===== src/design/wmm_pkg.sv =====
// ----------------------------------------------------------------------------
// wmm_pkg: shared definitions for the windowed min/max/mean core
// Port widths, reset constants, the window length clamp and the command and
// status groups between the controller and the datapath.
// ----------------------------------------------------------------------------
package wmm_pkg;

    localparam int IN_W             = 32;     // sample port width
    localparam int OUT_W            = 32;     // min, max and mean port width
    localparam int LEN_W            = 17;     // window length and count width
    localparam int WINDOW_RESET     = 16;     // window length after reset
    localparam int DEF_SAMPLE_BITS  = 32;
    localparam int DEF_MAX_WINDOW   = 65536;

    // Commands from the controller to the datapath.
    typedef struct packed {
        logic accept;    // a sample beat is taken this cycle
        logic snap;      // the taken sample closes the window
        logic prep;      // form numerator and denominator
        logic absval;    // load the dividend magnitude
        logic div_step;  // one restoring division step
        logic finish;    // apply the sign and register the mean
    } t_dp_cmd;

    // Status from the datapath to the controller.
    typedef struct packed {
        logic close;     // the next sample completes the window
    } t_dp_stat;

    // A length of zero means one sample; lengths above the maximum saturate.
    function automatic logic [LEN_W-1:0] clamp_len(input logic [LEN_W-1:0] len,
                                                   input int unsigned max_len);
        logic [LEN_W-1:0] res;
        if (len == '0) begin
            res = LEN_W'(1);
        end else if (len > LEN_W'(max_len)) begin
            res = LEN_W'(max_len);
        end else begin
            res = len;
        end
        return res;
    endfunction

endpackage


===== src/design/windowed_min_max_mean_core.sv =====
// ----------------------------------------------------------------------------
// windowed_min_max_mean_core: per-channel window statistics
// Reports minimum, maximum, rounded mean and count of each window of samples.
// ----------------------------------------------------------------------------
// Usage: one instance serves one sensor channel. Each input beat carries one
// signed sample on i_sample; the low SAMPLE_BITS bits are used. A beat is
// taken on a rising edge with i_in_valid high and o_in_stall low. Samples
// are accumulated at one beat per cycle with no gaps while o_in_stall is low. When the count reaches
// the window length, one report beat is produced on the output channel with
// the minimum, the maximum, trunc((2*sum + count) / (2*count)) and the count,
// and the window restarts empty.
// The mean comes from a restoring divider that resolves one quotient bit per
// cycle; after its closing sample a report passes the prep, magnitude,
// division and sign-fix states before it is offered on the output. The next
// window accumulates during that time; only the sample that would close the
// following window is stalled while a report is still being formed or held.
// If the receiver stalls, the report holds on the output port and the block
// keeps taking samples up to the next window's closing sample.
// The window length register is written through i_cfg_valid/i_cfg_data, is
// always ready, and must only be written while the block is idle. A length
// of zero acts as one and lengths above MAX_WINDOW saturate. Reset (i_rst_n
// low, synchronous) empties the window and sets the window length to 16.
// ----------------------------------------------------------------------------
module windowed_min_max_mean_core
    import wmm_pkg::*;
#(
    parameter int SAMPLE_BITS = DEF_SAMPLE_BITS,
    parameter int MAX_WINDOW  = DEF_MAX_WINDOW
) (
    input  logic                    i_clk,
    input  logic                    i_rst_n,
    // Sample channel.
    input  logic                    i_in_valid,
    output logic                    o_in_stall,
    input  logic signed [IN_W-1:0]  i_sample,
    // Window length register write channel.
    input  logic                    i_cfg_valid,
    output logic                    o_cfg_ready,
    input  logic [LEN_W-1:0]        i_cfg_data,
    // Report channel.
    output logic                    o_out_valid,
    input  logic                    i_out_stall,
    output logic signed [OUT_W-1:0] o_min_value,
    output logic signed [OUT_W-1:0] o_max_value,
    output logic signed [OUT_W-1:0] o_mean_value,
    output logic [LEN_W-1:0]        o_window_count
);

    t_dp_cmd  w_cmd;
    t_dp_stat w_stat;

    // The register is a single flop bank, so a write is always taken.
    assign o_cfg_ready = 1'b1;

    wmm_ctrl #(
        .SAMPLE_BITS (SAMPLE_BITS),
        .MAX_WINDOW  (MAX_WINDOW)
    ) u_ctrl (
        .i_clk       (i_clk),
        .i_rst_n     (i_rst_n),
        .i_in_valid  (i_in_valid),
        .o_in_stall  (o_in_stall),
        .o_out_valid (o_out_valid),
        .i_out_stall (i_out_stall),
        .i_stat      (w_stat),
        .o_cmd       (w_cmd)
    );

    wmm_datapath #(
        .SAMPLE_BITS (SAMPLE_BITS),
        .MAX_WINDOW  (MAX_WINDOW)
    ) u_datapath (
        .i_clk          (i_clk),
        .i_rst_n        (i_rst_n),
        .i_sample       (i_sample),
        .i_cfg_we       (i_cfg_valid && o_cfg_ready),
        .i_cfg_data     (i_cfg_data),
        .i_cmd          (w_cmd),
        .o_stat         (w_stat),
        .o_min_value    (o_min_value),
        .o_max_value    (o_max_value),
        .o_mean_value   (o_mean_value),
        .o_window_count (o_window_count)
    );

endmodule


===== src/design/wmm_datapath.sv =====
// ----------------------------------------------------------------------------
// wmm_datapath: accumulators, report snapshot and mean divider
// Keeps the running count, sum, minimum and maximum, takes a snapshot when a
// window closes and divides one quotient bit per step on that snapshot.
// ----------------------------------------------------------------------------
module wmm_datapath
    import wmm_pkg::*;
#(
    parameter int SAMPLE_BITS = DEF_SAMPLE_BITS,
    parameter int MAX_WINDOW  = DEF_MAX_WINDOW
) (
    input  logic                    i_clk,
    input  logic                    i_rst_n,
    input  logic signed [IN_W-1:0]  i_sample,
    input  logic                    i_cfg_we,
    input  logic [LEN_W-1:0]        i_cfg_data,
    input  t_dp_cmd                 i_cmd,
    output t_dp_stat                o_stat,
    output logic signed [OUT_W-1:0] o_min_value,
    output logic signed [OUT_W-1:0] o_max_value,
    output logic signed [OUT_W-1:0] o_mean_value,
    output logic [LEN_W-1:0]        o_window_count
);

    localparam int CNT_W = $clog2(MAX_WINDOW + 1);
    localparam int SUM_W = SAMPLE_BITS + CNT_W;
    localparam int MAG_W = SUM_W + 1;
    localparam int DEN_W = CNT_W + 1;

    logic [CNT_W-1:0]              r_eff_len;
    logic [CNT_W-1:0]              r_cnt, n_cnt;
    logic signed [SUM_W-1:0]       r_sum, n_sum;
    logic signed [SAMPLE_BITS-1:0] r_min, n_min, r_max, n_max;
    logic signed [SAMPLE_BITS-1:0] w_sample;

    logic signed [SUM_W-1:0]       r_snap_sum;
    logic [CNT_W-1:0]              r_snap_cnt;
    logic signed [SAMPLE_BITS-1:0] r_snap_min, r_snap_max;

    logic [MAG_W-1:0]              r_num;
    logic [DEN_W-1:0]              r_den;
    logic                          r_neg;
    logic [MAG_W-1:0]              r_dvd;
    logic [DEN_W-1:0]              r_rem;
    logic [DEN_W+1:0]              w_trial;
    logic [MAG_W-1:0]              w_quot;
    logic signed [SAMPLE_BITS-1:0] w_mean;
    logic signed [OUT_W-1:0]       r_mean;

    assign w_sample = i_sample[SAMPLE_BITS-1:0];

    always_comb begin
        n_cnt = r_cnt + CNT_W'(1);
        n_sum = r_sum + SUM_W'(w_sample);
        n_min = ((r_cnt == '0) || (w_sample < r_min)) ? w_sample : r_min;
        n_max = ((r_cnt == '0) || (w_sample > r_max)) ? w_sample : r_max;
    end

    assign o_stat.close = (n_cnt >= r_eff_len);

    // Configuration holds the already clamped length.
    always_ff @(posedge i_clk) begin
        if (!i_rst_n) begin
            r_eff_len <= CNT_W'(clamp_len(LEN_W'(WINDOW_RESET), MAX_WINDOW));
        end else if (i_cfg_we) begin
            r_eff_len <= CNT_W'(clamp_len(i_cfg_data, MAX_WINDOW));
        end
    end

    always_ff @(posedge i_clk) begin
        if (!i_rst_n) begin
            r_cnt <= '0;
            r_sum <= '0;
        end else if (i_cmd.accept) begin
            if (i_cmd.snap) begin
                r_cnt <= '0;
                r_sum <= '0;
            end else begin
                r_cnt <= n_cnt;
                r_sum <= n_sum;
            end
        end
    end

    always_ff @(posedge i_clk) begin
        if (i_cmd.accept) begin
            r_min <= n_min;
            r_max <= n_max;
        end
        if (i_cmd.snap) begin
            r_snap_sum <= n_sum;
            r_snap_cnt <= n_cnt;
            r_snap_min <= n_min;
            r_snap_max <= n_max;
        end
    end

    // Restoring division of |2*sum + count| by 2*count.
    assign w_trial = {1'b0, r_rem, r_dvd[MAG_W-1]} - {2'b00, r_den};
    assign w_quot  = r_neg ? (MAG_W'(0) - r_dvd) : r_dvd;
    assign w_mean  = w_quot[SAMPLE_BITS-1:0];

    always_ff @(posedge i_clk) begin
        if (i_cmd.prep) begin
            r_num <= {r_snap_sum, 1'b0} + MAG_W'(r_snap_cnt);
            r_den <= {r_snap_cnt, 1'b0};
        end
        if (i_cmd.absval) begin
            r_neg <= r_num[MAG_W-1];
            r_dvd <= r_num[MAG_W-1] ? (MAG_W'(0) - r_num) : r_num;
            r_rem <= '0;
        end
        if (i_cmd.div_step) begin
            if (w_trial[DEN_W+1]) begin
                r_rem <= {r_rem[DEN_W-2:0], r_dvd[MAG_W-1]};
                r_dvd <= {r_dvd[MAG_W-2:0], 1'b0};
            end else begin
                r_rem <= w_trial[DEN_W-1:0];
                r_dvd <= {r_dvd[MAG_W-2:0], 1'b1};
            end
        end
        if (i_cmd.finish) begin
            r_mean <= OUT_W'(w_mean);
        end
    end

    // The snapshot only changes when a window closes, which cannot happen
    // while a report is pending, so the result fields read it directly.
    assign o_min_value    = OUT_W'(r_snap_min);
    assign o_max_value    = OUT_W'(r_snap_max);
    assign o_mean_value   = r_mean;
    assign o_window_count = LEN_W'(r_snap_cnt);

    a_cnt_below_max: assert property (@(posedge i_clk) disable iff (!i_rst_n)
        r_cnt < CNT_W'(MAX_WINDOW))
        else $error("sample count reached the window maximum without a report");

endmodule


===== src/design/wmm_ctrl.sv =====
// ----------------------------------------------------------------------------
// wmm_ctrl: report sequencer
// Lets samples through, stalls the window closing sample while a report is
// still in flight and steps the datapath through the mean division.
// ----------------------------------------------------------------------------
module wmm_ctrl
    import wmm_pkg::*;
#(
    parameter int SAMPLE_BITS = DEF_SAMPLE_BITS,
    parameter int MAX_WINDOW  = DEF_MAX_WINDOW
) (
    input  logic     i_clk,
    input  logic     i_rst_n,
    input  logic     i_in_valid,
    output logic     o_in_stall,
    output logic     o_out_valid,
    input  logic     i_out_stall,
    input  t_dp_stat i_stat,
    output t_dp_cmd  o_cmd
);

    localparam int CNT_W  = $clog2(MAX_WINDOW + 1);
    localparam int MAG_W  = SAMPLE_BITS + CNT_W + 1;
    localparam int STEP_W = $clog2(MAG_W);

    localparam logic [2:0] S_IDLE = 3'd0;
    localparam logic [2:0] S_PREP = 3'd1;
    localparam logic [2:0] S_ABS  = 3'd2;
    localparam logic [2:0] S_DIV  = 3'd3;
    localparam logic [2:0] S_FIX  = 3'd4;
    localparam logic [2:0] S_OUT  = 3'd5;

    logic [2:0]        r_state, n_state;
    logic [STEP_W-1:0] r_step, n_step;
    logic              w_accept;

    assign o_in_stall = (r_state != S_IDLE) && i_stat.close;
    assign w_accept   = i_in_valid && !o_in_stall;

    always_comb begin
        n_state         = r_state;
        n_step          = r_step;
        o_cmd.accept    = w_accept;
        o_cmd.snap      = w_accept && i_stat.close;
        o_cmd.prep      = 1'b0;
        o_cmd.absval    = 1'b0;
        o_cmd.div_step  = 1'b0;
        o_cmd.finish    = 1'b0;
        o_out_valid     = 1'b0;
        unique case (r_state)
            S_IDLE: begin
                if (o_cmd.snap) begin
                    n_state = S_PREP;
                end
            end
            S_PREP: begin
                o_cmd.prep = 1'b1;
                n_state    = S_ABS;
            end
            S_ABS: begin
                o_cmd.absval = 1'b1;
                n_step       = STEP_W'(MAG_W - 1);
                n_state      = S_DIV;
            end
            S_DIV: begin
                o_cmd.div_step = 1'b1;
                n_step         = r_step - STEP_W'(1);
                if (r_step == '0) begin
                    n_state = S_FIX;
                end
            end
            S_FIX: begin
                o_cmd.finish = 1'b1;
                n_state      = S_OUT;
            end
            S_OUT: begin
                o_out_valid = 1'b1;
                if (!i_out_stall) begin
                    n_state = S_IDLE;
                end
            end
            default: begin
                n_state = S_IDLE;
            end
        endcase
    end

    always_ff @(posedge i_clk) begin
        if (!i_rst_n) begin
            r_state <= S_IDLE;
            r_step  <= '0;
        end else begin
            r_state <= n_state;
            r_step  <= n_step;
        end
    end

    a_snap_only_idle: assert property (@(posedge i_clk) disable iff (!i_rst_n)
        o_cmd.snap |-> (r_state == S_IDLE))
        else $error("window closed while a report was in flight");

    a_fix_after_div: assert property (@(posedge i_clk) disable iff (!i_rst_n)
        (r_state == S_FIX) |-> ($past(r_state) == S_DIV && $past(r_step) == '0))
        else $error("mean finished before the last division step");

    a_out_release: assert property (@(posedge i_clk) disable iff (!i_rst_n)
        (r_state == S_OUT && !i_out_stall) |=> (r_state == S_IDLE))
        else $error("report taken but sequencer did not return to idle");

endmodule


===== config.mk =====
export PLATFORM = sky130hd
export DESIGN_NAME = windowed_min_max_mean_core
export DESIGN_NICKNAME = d
export VERILOG_FILES = /design/src/design/wmm_pkg.sv /design/src/design/windowed_min_max_mean_core.sv /design/src/design/wmm_datapath.sv /design/src/design/wmm_ctrl.sv
export SDC_FILE = /design/constraint.sdc
export NUM_CORES = 1
export LEC_CHECK = 0
export BUFFER_PORTS_ARGS = -buffer_cell sky130_fd_sc_hd__buf_4
export CORE_ASPECT_RATIO = 0.75
export CORE_UTILIZATION = 61
export DETAILED_ROUTE_END_ITERATION = 12
export PLACE_DENSITY_LB_ADDON = 0.2
export SYNTH_ARGS = -nofsm -noshare
export SYNTH_HDL_FRONTEND = slang
export SYNTH_SLANG_ARGS = --single-unit

===== constraint.sdc =====
create_clock -name i_clk -period 11 [get_ports i_clk]
set_input_delay 3.3 -clock i_clk [delete_from_list [all_inputs] [get_ports i_clk]]
set_output_delay 3.3 -clock i_clk [all_outputs]
set_load 0.03 [all_outputs]

After elaboration in Yosys (flattened, before gate mapping):

Cells that the tools add are included.

* input bits: 54
* output and inout bits: 116
* bits in registers: 454

* $add $sub $neg: 7
* order comparisons: 4
* reductions and logical operators: 14
* eq/ne operators: 8
* muxes and demuxes: 24

Operators by type and width (count)
* two-way mux 50 bit: 3
* two-way mux 32 bit: 3
* two-way mux 18 bit: 3
* two-way mux 17 bit: 3
* adder 50 x 17 -> 50 bit: 1
* subtractor 1 x 50 -> 50 bit, first input constant: 1
* adder 49 x 32 -> 49 bit: 1
* two-way mux 49 bit: 1
* logical NOT 17 bit: 2
* greater-than comparator 32 bit: 1
* < comparator 32 bit: 1
* subtractor 1 x 32 -> 32 bit, first input constant: 1
* subtractor 19 x 18 -> 20 bit: 1
* one-hot mux 3 bit (6 select lines): 1
* adder 17 x 1 -> 17 bit, second input constant: 1
* greater-or-equal comparator 17 bit: 1
* greater-than comparator 17 bit, second input constant: 1
* one-hot mux 6 bit (2 select lines): 1
* two-way mux 3 bit: 3
* == test 3 x 2 -> 1 bit, second input constant: 2
* == test 3 bit, second input constant: 2
* logical NOT 6 bit: 1
* two-way mux 1 bit: 6
* subtractor 6 x 1 -> 6 bit, second input constant: 1
* 10 further kinds: 15

Logic depth before layout (Yosys ltp):

Gate-level depths: netlist (run 1).

* word-level depth: 8
* gate-level depth with buffers: 18
* depth with buffers taken out: 16

Hierarchy:

A second synthesis (run 1) with hierarchy kept.

* cells, all modules: 2173
* area, all modules: 24442.2 um^2

By module, submodules not included
* wmm_datapath: cells each 2102, area an instance 23865.4 um^2, times used 1
* wmm_ctrl: cells each 69, area an instance 565.5 um^2, times used 1
* windowed_min_max_mean_core: cells each 2, area an instance 11.3 um^2, times used 1

Least setup slack after synthesis (run 1):

No wires, ideal clock.

* path type: input to register
* start: input port i_in_valid
* end: register u_datapath.r_snap_max[0], in the netlist u_datapath.o_max_value[0], enable pin
* data required time: 10379 ps
* path slack: 1030 ps
* path buffers: 2
* arrival: 9349 ps
* stages: 5
* cell sequence: o21ai_0 a21o_1 clkbuf_1 clkbuf_1 nor2_1

RTL lines
* from (decl): line windowed_min_max_mean_core.sv:33 `input logic i_in_valid,`
* to (signal assigned): line wmm_datapath.sv:94 `r_snap_max <= n_max;`
* to (decl): line wmm_datapath.sv:38 `logic signed [SAMPLE_BITS-1:0] r_snap_min, r_snap_max;`

Worst setup path in the final report (run 1):

* start: register u_datapath.r_cnt[0]
* end: output port o_in_stall

* word-level cells in the longest chain between the ends: 3

Ends and longest elaborated chain
* from (decl): line wmm_datapath.sv:31 `logic [CNT_W-1:0] r_cnt, n_cnt;`
* from (signal assigned): line wmm_datapath.sv:79 `r_cnt <= n_cnt;`
* adder 17 x 1 -> 17 bit: line wmm_datapath.sv:53 `n_cnt = r_cnt + CNT_W'(1);`
* net u_datapath.n_cnt[14]: line wmm_datapath.sv:31
* greater-or-equal comparator 17 bit: line wmm_datapath.sv:59 `assign o_stat.close = (n_cnt >= r_eff_len);`
* logical AND 1 bit: line wmm_ctrl.sv:37 `assign o_in_stall = (r_state != S_IDLE) && i_stat.close;`
* to (decl): line windowed_min_max_mean_core.sv:34 `output logic o_in_stall,`

The timed path passes the listed nets, and every way through them passes these cells.

==> impl_metrics.csv, run 1 <==
group,metric,value,unit
status,outcome,"completed",
clocking,cts_hold_buf,0,
floorplan,num_rows,63,
global_route,antenna_found_initial,0,
global_route,grt_pass1_vias,16120,
critical_path,end_kind,"output port",
pwr,vdd.ir_drop.worst,0.0001168,V
critical_path,critPathTopFamily,"simple AND/OR/NAND/NOR gates",
global_route,grt_pass1_wl,83460,um
placed_design,io_buffer_count,168,
synth,yosysTopAreaCell,"edfxtp_1",
pwr,comb_power_share,23.2,%
sta,worst_hold_slack,0.4846,ns
sta,tightest_slew,1.201,ns
drt,wl_met1,25300,um
critical_path,timing.rr.end,"u_datapath.o_min_value[31]",
clocking,tritoncts,"done",
synth,yosys_warnings,0,
floorplan,fp.dieH,175.4,um
synth,synth.area.top_cells,"edfxtp_1, ha_1, dfxtp_1",
synth,synth_cells,2192,
critical_path,start_kind,"register",
placed_design,dpl.hpwl,37310,um
cells_and_area,syn_to_final_growth,13.44,%
sta,period_minus_slack,7.549,ns
sta,post-route-period-util,68.63,%
sta,rsz0062_at_grt,"no",
drt,ant_nets,0,
min_path,hp-class,"register to register",
sta,setup_viol,0,
clocking,cts.htree.levels,2,
sta,fin_skew,0.009615,ns
drt,vias,17050,
synth,synth_common_cells,"edfxtp_1, nand2_1, ha_1, o21ai_0, inv_1",
pwr,power_frac_clock,31.1,%
pwr,power_leakage,11.07,nW
drt,dr.pass1.iters,5,
sta,hold_viol,0,
synth,synthesis.area,0.02444,mm2
critical_path,crit_chain,"ha_1 -> and3_1 -> and2_1 -> nand3_1 -> nor2_1 -> nand3_1 -> xnor2_1 -> ha_1 -> nand3_1 -> nor3_1 -> o21a_1 -> or3_1 -> a21oi_1 -> nor2_1 -> buf_4",
clocking,post-cts-setup-buffers,0,
drt,drt-initial-drc-count,1449,
cells_and_area,fillers,2821,
synth,ys_ff_latch,453,
drt,drt_wl_total,52420,um
drt,route.detailed.drc,0,
pwr,p_seq_share,45.7,%
clocking,clk_latency,0.56,ns
floorplan,fp.dieArea,0.04088,mm2
cells_and_area,antenna_cells,0,
synth,synthFlopType,"edfxtp_1",
cells_and_area,finalNetCount,2577,
pwr,power.switching,1.459,mW
min_path,min_from,"u_datapath.r_sum[46]",
critical_path,r2r-start,"u_datapath.r_cnt[0]",
critical_path,r2r_cells,16,
sta,max_freq,0.1325,GHz
synth,synth_edf_count,361,
cells_and_area,drive_above_1_share,14.15,%
sta,slew_headroom,19.96,%
critical_path,path_class,"register to output port",
critical_path,crit_slowest_cell,"a21oi_1",
drt,avgViaCountPerCell,5.861,
global_route,track_usage,25.51,%
job,max-cap-violations,0,
pwr,p_int,3.485,mW
floorplan,start_util,61.89,%
drt,routed.top_layer,"met4",
critical_path,crit_path_max_fanout,6,
floorplan,dieWidth,233.1,um
critical_path,critPathBufInv,1,
sta,maxSlewViolCount,0,
sta,setup_slack,3.451,ns
pwr,p_per_area,178.3,mW/mm2
pwr,swShare,29.50,%
clocking,clockRootBuffer,"clkbuf_16",
placed_design,place_congestion,0.8967,
placed_design,post-place-ws,4.024,ns
floorplan,io_pins,170,
clocking,cts_sinks,453,
global_route,grt_max_degree,93,
synth,synth_cell_types,72,
synth,ys_seq_area_share,51.89,%
min_path,whs_endpoint,"u_datapath.r_sum[46]",
floorplan,coreArea,0.03949,mm2
critical_path,crit_required,7.70,ns
clocking,path_clk_slew,0.07,ns
synth,synth_fp_nets,2416,
clocking,clockBufferDepth,3,
critical_path,cp_common_cell,"nand3_1",
clocking,cts_buffers,46,
cells_and_area,seq_area,0.01268,mm2
synth,synth.most_common_cell,"edfxtp_1",
drt,wl_per_cell,18.02,um
cells_and_area,multi_input_area,0.01103,mm2
synth,synth_top_area_share,44.35,%
critical_path,arrival,4.25,ns
min_path,hold_depth,2,
synth,ys_async_sr_fraction,0,%
drt,wl_met2,22530,um
clocking,cts.repair.resized,0,
drt,wl_met3,3645,um
critical_path,cpPeakStageDelay,0.41,ns
global_route,overflow,0,
sta,setup_tns,0,ns
synth,syn_area_per_cell,11.15,um2
critical_path,rrSetupSlack,5.78,ns
-- worst register-to-register path, delay by kind of cell, from the launching register on --
family	cells	cell delay (ns)
and+or+nand+nor	9	1.70
buffers and inverters	2	1.49
adders and majority gates	2	0.54
DFF	1	0.40
AOI/OAI and AO/OA	2	0.35
xor gates and xnor gates	1	0.26
-- per-stage QoR --
stage / std cells / power (mW) / area [um2] / util (%)
after floorplan: 2192 / 3.118 / 24440 / -
after global placement: 2825 / 3.367 / 26250 / 66.48
after detailed placement: 2825 / 3.417 / 26250 / 66.48
after CTS: 2909 / 4.963 / 27730 / 70.21
after global routing: 2909 / 5.176 / 27730 / 70.21
final: 2909 / 4.944 / 27730 / 70.21
-- per-layer routing --
metal  global-route usage [%]  vias up
met5                        0        -
met4                    6.318        0
met3                    5.568       83
met2                    37.86      476
met1                    37.99     8137
li1                         -     8354
-- kinds of logic (layout without fill, tap and decap cells) --
logic type | after synthesis | count (layout) | synth area share, %
AO/OA/AOI/OAI | 510 | 510 | 13.28
XOR/XNOR | 197 | 197 | 7.059
adder cells (fa/ha/maj) | 171 | 171 | 8.835
buffers and inverters | 207 | 404 | 3.199
flip-flops | 453 | 453 | 51.89
multiplexers | 83 | 83 | 3.716
other | 1 | 1 | 0.01534
AND/OR/NAND/NOR | 570 | 570 | 12.00
-- layout make-up --
cell class / count / area share (%)
Sequential cell: 453 / 45.74
Multi-Input combinational cell: 1532 / 39.79
Timing Repair Buffer: 183 / 4.955
Clock buffer: 59 / 4.589
Tap cell: 520 / 2.346
Inverter: 137 / 1.855
Clock inverter: 25 / 0.7265
-- power by group through the flow --
stage | logic (mW) | clock network, mW | registers, mW
6_report | 1.15 | 1.54 | 2.26
5_1_grt | 1.27 | 1.63 | 2.28
4_1_cts | 1.14 | 1.57 | 2.25
3_5_place_dp | 1.13 | 0 | 2.29
3_3_place_gp | 1.09 | 0 | 2.28
2_1_floorplan | 0.841 | 0 | 2.28
-- sequential cells by signal (all words and copies together) (netlist names), 18 cells and up --
| signal | cells |
|---|---|
| u_datapath.r_dvd | 50 |
| u_datapath.r_num | 50 |
| u_datapath.r_snap_sum | 49 |
| u_datapath.r_sum | 49 |
| u_datapath.o_max_value | 32 |
| u_datapath.o_mean_value | 32 |
| u_datapath.o_min_value | 32 |
| u_datapath.r_max | 32 |
| u_datapath.r_min | 32 |
| u_datapath.r_rem | 18 |
-- worst max-delay path by stage --
stage / startpoint / endpoint / slack (ns) / cells after the start
floorplan: i_in_valid / u_datapath.o_max_value[0] / 1.03 / 5
detailed placement: i_sample[1] / u_datapath.o_max_value[24] / 4.02 / 12
CTS: u_datapath.r_cnt[0] / o_in_stall / 3.49 / 15
global placement: i_sample[1] / u_datapath.o_max_value[2] / 4.10 / 12
global route: u_datapath.r_cnt[0] / o_in_stall / 3.23 / 15
finish: u_datapath.r_cnt[0] / o_in_stall / 3.45 / 15
-- cell usage in the layout, fill, tap and decap left out, types with 10 or more instances in the layout --
| master | count |
|---|---|
| and3_1 | 23 |
| xor2_1 | 89 |
| o41ai_1 | 10 |
| mux2_2 | 62 |
| a22o_1 | 16 |
| xnor2_1 | 108 |
| dfxtp_1 | 92 |
| mux2i_1 | 21 |
| a211oi_1 | 12 |
| a21oi_1 | 100 |
| and2_1 | 37 |
| o21bai_1 | 11 |
| clkinv_2 | 10 |
| nor2_1 | 90 |
| nand2_1 | 173 |
| nor2b_1 | 57 |
| and4_1 | 13 |
| or3_1 | 20 |
| nand4_1 | 26 |
| a21o_1 | 67 |
| nor3_1 | 26 |
| a22oi_1 | 35 |
| buf_4 | 183 |
| clkbuf_16 | 48 |
| o31ai_1 | 29 |
| ha_1 | 167 |
| edfxtp_1 | 361 |
| o21ai_0 | 151 |
| nand2b_1 | 23 |
| o21a_1 | 17 |
| nor4_1 | 16 |
| nand3_1 | 32 |
| inv_1 | 135 |
(Power assumes the default switching activity.)
==> run 2, diff against run 1 <==
--- a/config.mk
+++ b/config.mk
@@ -5,9 +5,10 @@
 export SDC_FILE = /design/constraint.sdc
 export NUM_CORES = 1
 export LEC_CHECK = 0
+export ABC_AREA = 1
 export BUFFER_PORTS_ARGS = -buffer_cell sky130_fd_sc_hd__buf_4
 export CORE_ASPECT_RATIO = 0.75
-export CORE_UTILIZATION = 61
+export CORE_UTILIZATION = 56
 export DETAILED_ROUTE_END_ITERATION = 12
 export PLACE_DENSITY_LB_ADDON = 0.2
 export SYNTH_ARGS = -nofsm -noshare
==> constraint.sdc (replaced) <==
create_clock -name i_clk -period 6.47 [get_ports i_clk]
set_input_delay 1.941 -clock i_clk [delete_from_list [all_inputs] [get_ports i_clk]]
set_output_delay 1.941 -clock i_clk [all_outputs]
set_load 0.03 [all_outputs]
==> run 2 against run 1 <==
Effect of this change:
- global-route usage increased by 5.7 points
- critical path type unchanged
- highest routed layer is now met5
- design area increased by 16%
- clock-buffer cell count decreased by 2
- worst hold slack got worse by 0.016 ns
- sequential share of layout area decreased by 6.4 points
- clock skew increased by 0.0084 ns
- critical path depth increased by 2
- largest cell class is now multi-input combinational cells
==> impl_metrics.csv, run 2 <==
group,metric,value,unit
status,outcome,"completed",
sta,setup_tns,0,ns
global_route,overflow,0,
sta,tightest_slew,1.031,ns
floorplan,num_rows,71,
clocking,clockRootBuffer,"clkbuf_16",
cells_and_area,antenna_cells,0,
job,max-cap-violations,0,
sta,post-route-period-util,83.72,%
critical_path,rrSetupSlack,2.22,ns
clocking,post-cts-setup-buffers,0,
sta,setup_viol,0,
pwr,vdd.ir_drop.worst,0.0002617,V
synth,ys_ff_latch,453,
min_path,hold_depth,2,
synth,synth.most_common_cell,"nand2_1",
critical_path,arrival,3.48,ns
cells_and_area,mostFrequentLayoutCell,"nand2_1",
floorplan,fp.dieH,197.7,um
cells_and_area,finalNetCount,4029,
cells_and_area,fillers,4443,
cells_and_area,final_cell_mix,"nand2_1, inv_1, edfxtp_1",
placed_design,io_buffer_count,168,
floorplan,io_pins,170,
global_route,track_usage,31.26,%
critical_path,end_kind,"output port",
sta,rsz0062_at_grt,"no",
cells_and_area,drive_above_1_share,8.637,%
sta,period_minus_slack,5.417,ns
cells_and_area,reg_top3,"u_datapath.r_dvd (50), u_datapath.r_num (50)",
drt,avgViaCountPerCell,5.497,
cells_and_area,multi_input_area,0.01345,mm2
min_path,min_from,"u_datapath.r_eff_len[9]",
sta,hold_viol,0,
drt,wl_per_cell,17.97,um
drt,route.detailed.drc,0,
drt,dr.pass1.iters,6,
min_path,hp-class,"register to register",
critical_path,timing.rr.end,"u_datapath.r_sum[47]",
clocking,cts_hold_buf,0,
clocking,cts_sinks,453,
synth,synth.area.top_cells,"edfxtp_1, nand2_1, ha_1",
floorplan,start_util,56.85,%
clocking,cts.htree.levels,2,
critical_path,path_class,"register to output port",
critical_path,start_kind,"register",
clocking,cts_buffers,47,
synth,synth_edf_count,361,
sta,maxSlewViolCount,0,
synth,yosys_warnings,0,
critical_path,crit_required,4.53,ns
pwr,p_per_area,310.8,mW/mm2
placed_design,place_congestion,0.9866,
synth,synth_top_area_share,37.93,%
sta,max_freq,0.1846,GHz
global_route,grt_pass1_wl,126900,um
critical_path,crit_path_max_fanout,6,
sta,fin_skew,0.01797,ns
drt,drt-initial-drc-count,2763,
floorplan,dieWidth,262.9,um
synth,synthFlopType,"edfxtp_1",
pwr,power_leakage,14.65,nW
clocking,tritoncts,"done",
synth,synth_fp_nets,3868,
synth,ys_seq_area_share,44.37,%
global_route,grt_pass1_vias,22760,
cells_and_area,seq_area,0.01268,mm2
critical_path,r2r_cells,18,
synth,ys_async_sr_fraction,0,%
synth,synth_cell_types,51,
sta,slew_headroom,31.18,%
drt,drt_wl_total,80880,um
global_route,grt_max_degree,78,
placed_design,post-place-ws,1.658,ns
synth,synthesis.area,0.02858,mm2
cells_and_area,syn_to_final_growth,12.72,%
synth,yosysTopAreaCell,"edfxtp_1",
sta,setup_slack,1.053,ns
min_path,whs_endpoint,"u_datapath.r_eff_len[9]",
synth,syn_area_per_cell,7.844,um2
clocking,path_clk_slew,0.06,ns
floorplan,coreArea,0.05028,mm2
global_route,antenna_found_initial,0,
drt,ant_nets,0,
critical_path,r2r-start,"u_datapath.r_cnt[0]",
clocking,cts.repair.resized,0,
synth,synth_cells,3644,
floorplan,fp.dieArea,0.05196,mm2
clocking,clk_latency,0.59,ns
drt,vias,24740,
placed_design,dpl.hpwl,62090,um
synth,synth_common_cells,"nand2_1, inv_1, edfxtp_1, nor2_1, nand3_1",
clocking,clockBufferDepth,3,
run 2: cell types whose count changed after synthesis, sizes merged, moves of 64 or more:
cell   change
nor2     +278
a21oi     +82
inv      +418
xnor2     -81
a21o      -64
nand2    +913
nand3    +179
run 2: power breakdown:
| group | internal (mW) | total, mW | switching (mW) | leakage (nW) |
|---|---|---|---|---|
| registers | 3.77 | 4.05 | 0.274 | 4.10 |
| clock network | 1.85 | 3.08 | 1.23 | 0.843 |
| logic | 0.895 | 2.89 | 1.99 | 9.71 |
run 2: layout make-up:
class                      instances  area share, %
timing repair buffer             186          4.373
clock buffer                      57          4.027
inverter                         556          6.485
sequential                       453          39.36
multi-input combinational       2561          41.75
tap                              657          2.551
clock inverter                    31          1.448
run 2: stage by stage:
step / hold slack (ns) / util [%] / area [um2] / instances / power (mW)
global placement: 0.4553 / 60.57 / 30460 / 4413 / 6.885
detailed placement: 0.4596 / 60.57 / 30460 / 4413 / 6.927
CTS: 0.4702 / 64.08 / 32220 / 4501 / 10.01
finish: 0.4691 / 64.08 / 32220 / 4501 / 10.01
global route: 0.4836 / 64.08 / 32220 / 4501 / 10.54
floorplan: 0.4206 / - / 28580 / 3644 / 6.085
run 2: worst max-delay path: stages, from the launching register on:
cell and delay [ns]:
dfxtp_1 0.43, ha_1 0.21, nand2_1 0.06, nor2_1 0.27
nand2_1 0.14, nor2_1 0.18, nand2_1 0.09, xor2_1 0.26
ha_1 0.33, nand2_1 0.07, nand2_1 0.04, nand2_1 0.05
nand2_1 0.04, nor2_1 0.12, nand4_1 0.22, nand2_1 0.16
inv_1 0.06, buf_4 0.16
run 2: cells by family after synthesis:
kind of cell / after synthesis / synth area share (%)
compound gates: 365 / 7.148
xor+xnor: 148 / 4.614
fa+ha+maj: 170 / 7.520
buf+inv: 630 / 8.671
flops: 453 / 44.37
other cells: 1 / 0.01312
simple gates: 1877 / 27.66
run 2: routing by layer:
| metal | track usage, % | routed length [um] | up-vias |
|---|---|---|---|
| met5 | 1.398 | 87 | - |
| met4 | 6.606 | 1322 | 2 |
| met3 | 7.280 | 8835 | 91 |
| met2 | 43.19 | 31500 | 1081 |
| met1 | 48.87 | 39130 | 11350 |
| li1 | - | - | 12220 |
run 2: worst max-delay path by stage:
| stage | startpoint | end | slack, ns | cells after the start |
|---|---|---|---|---|
| 2_1_floorplan | u_datapath.r_cnt[0] | u_datapath.o_max_value[0] | 1.26 | 16 |
| 3_3_place_gp | u_datapath.r_cnt[0] | o_in_stall | 1.72 | 17 |
| 3_5_place_dp | u_datapath.r_cnt[0] | o_in_stall | 1.66 | 17 |
| 4_1_cts | u_datapath.r_cnt[0] | o_in_stall | 1.02 | 17 |
| 5_1_grt | u_datapath.r_cnt[0] | o_in_stall | 0.75 | 17 |
| 6_report | u_datapath.r_cnt[0] | o_in_stall | 1.05 | 17 |
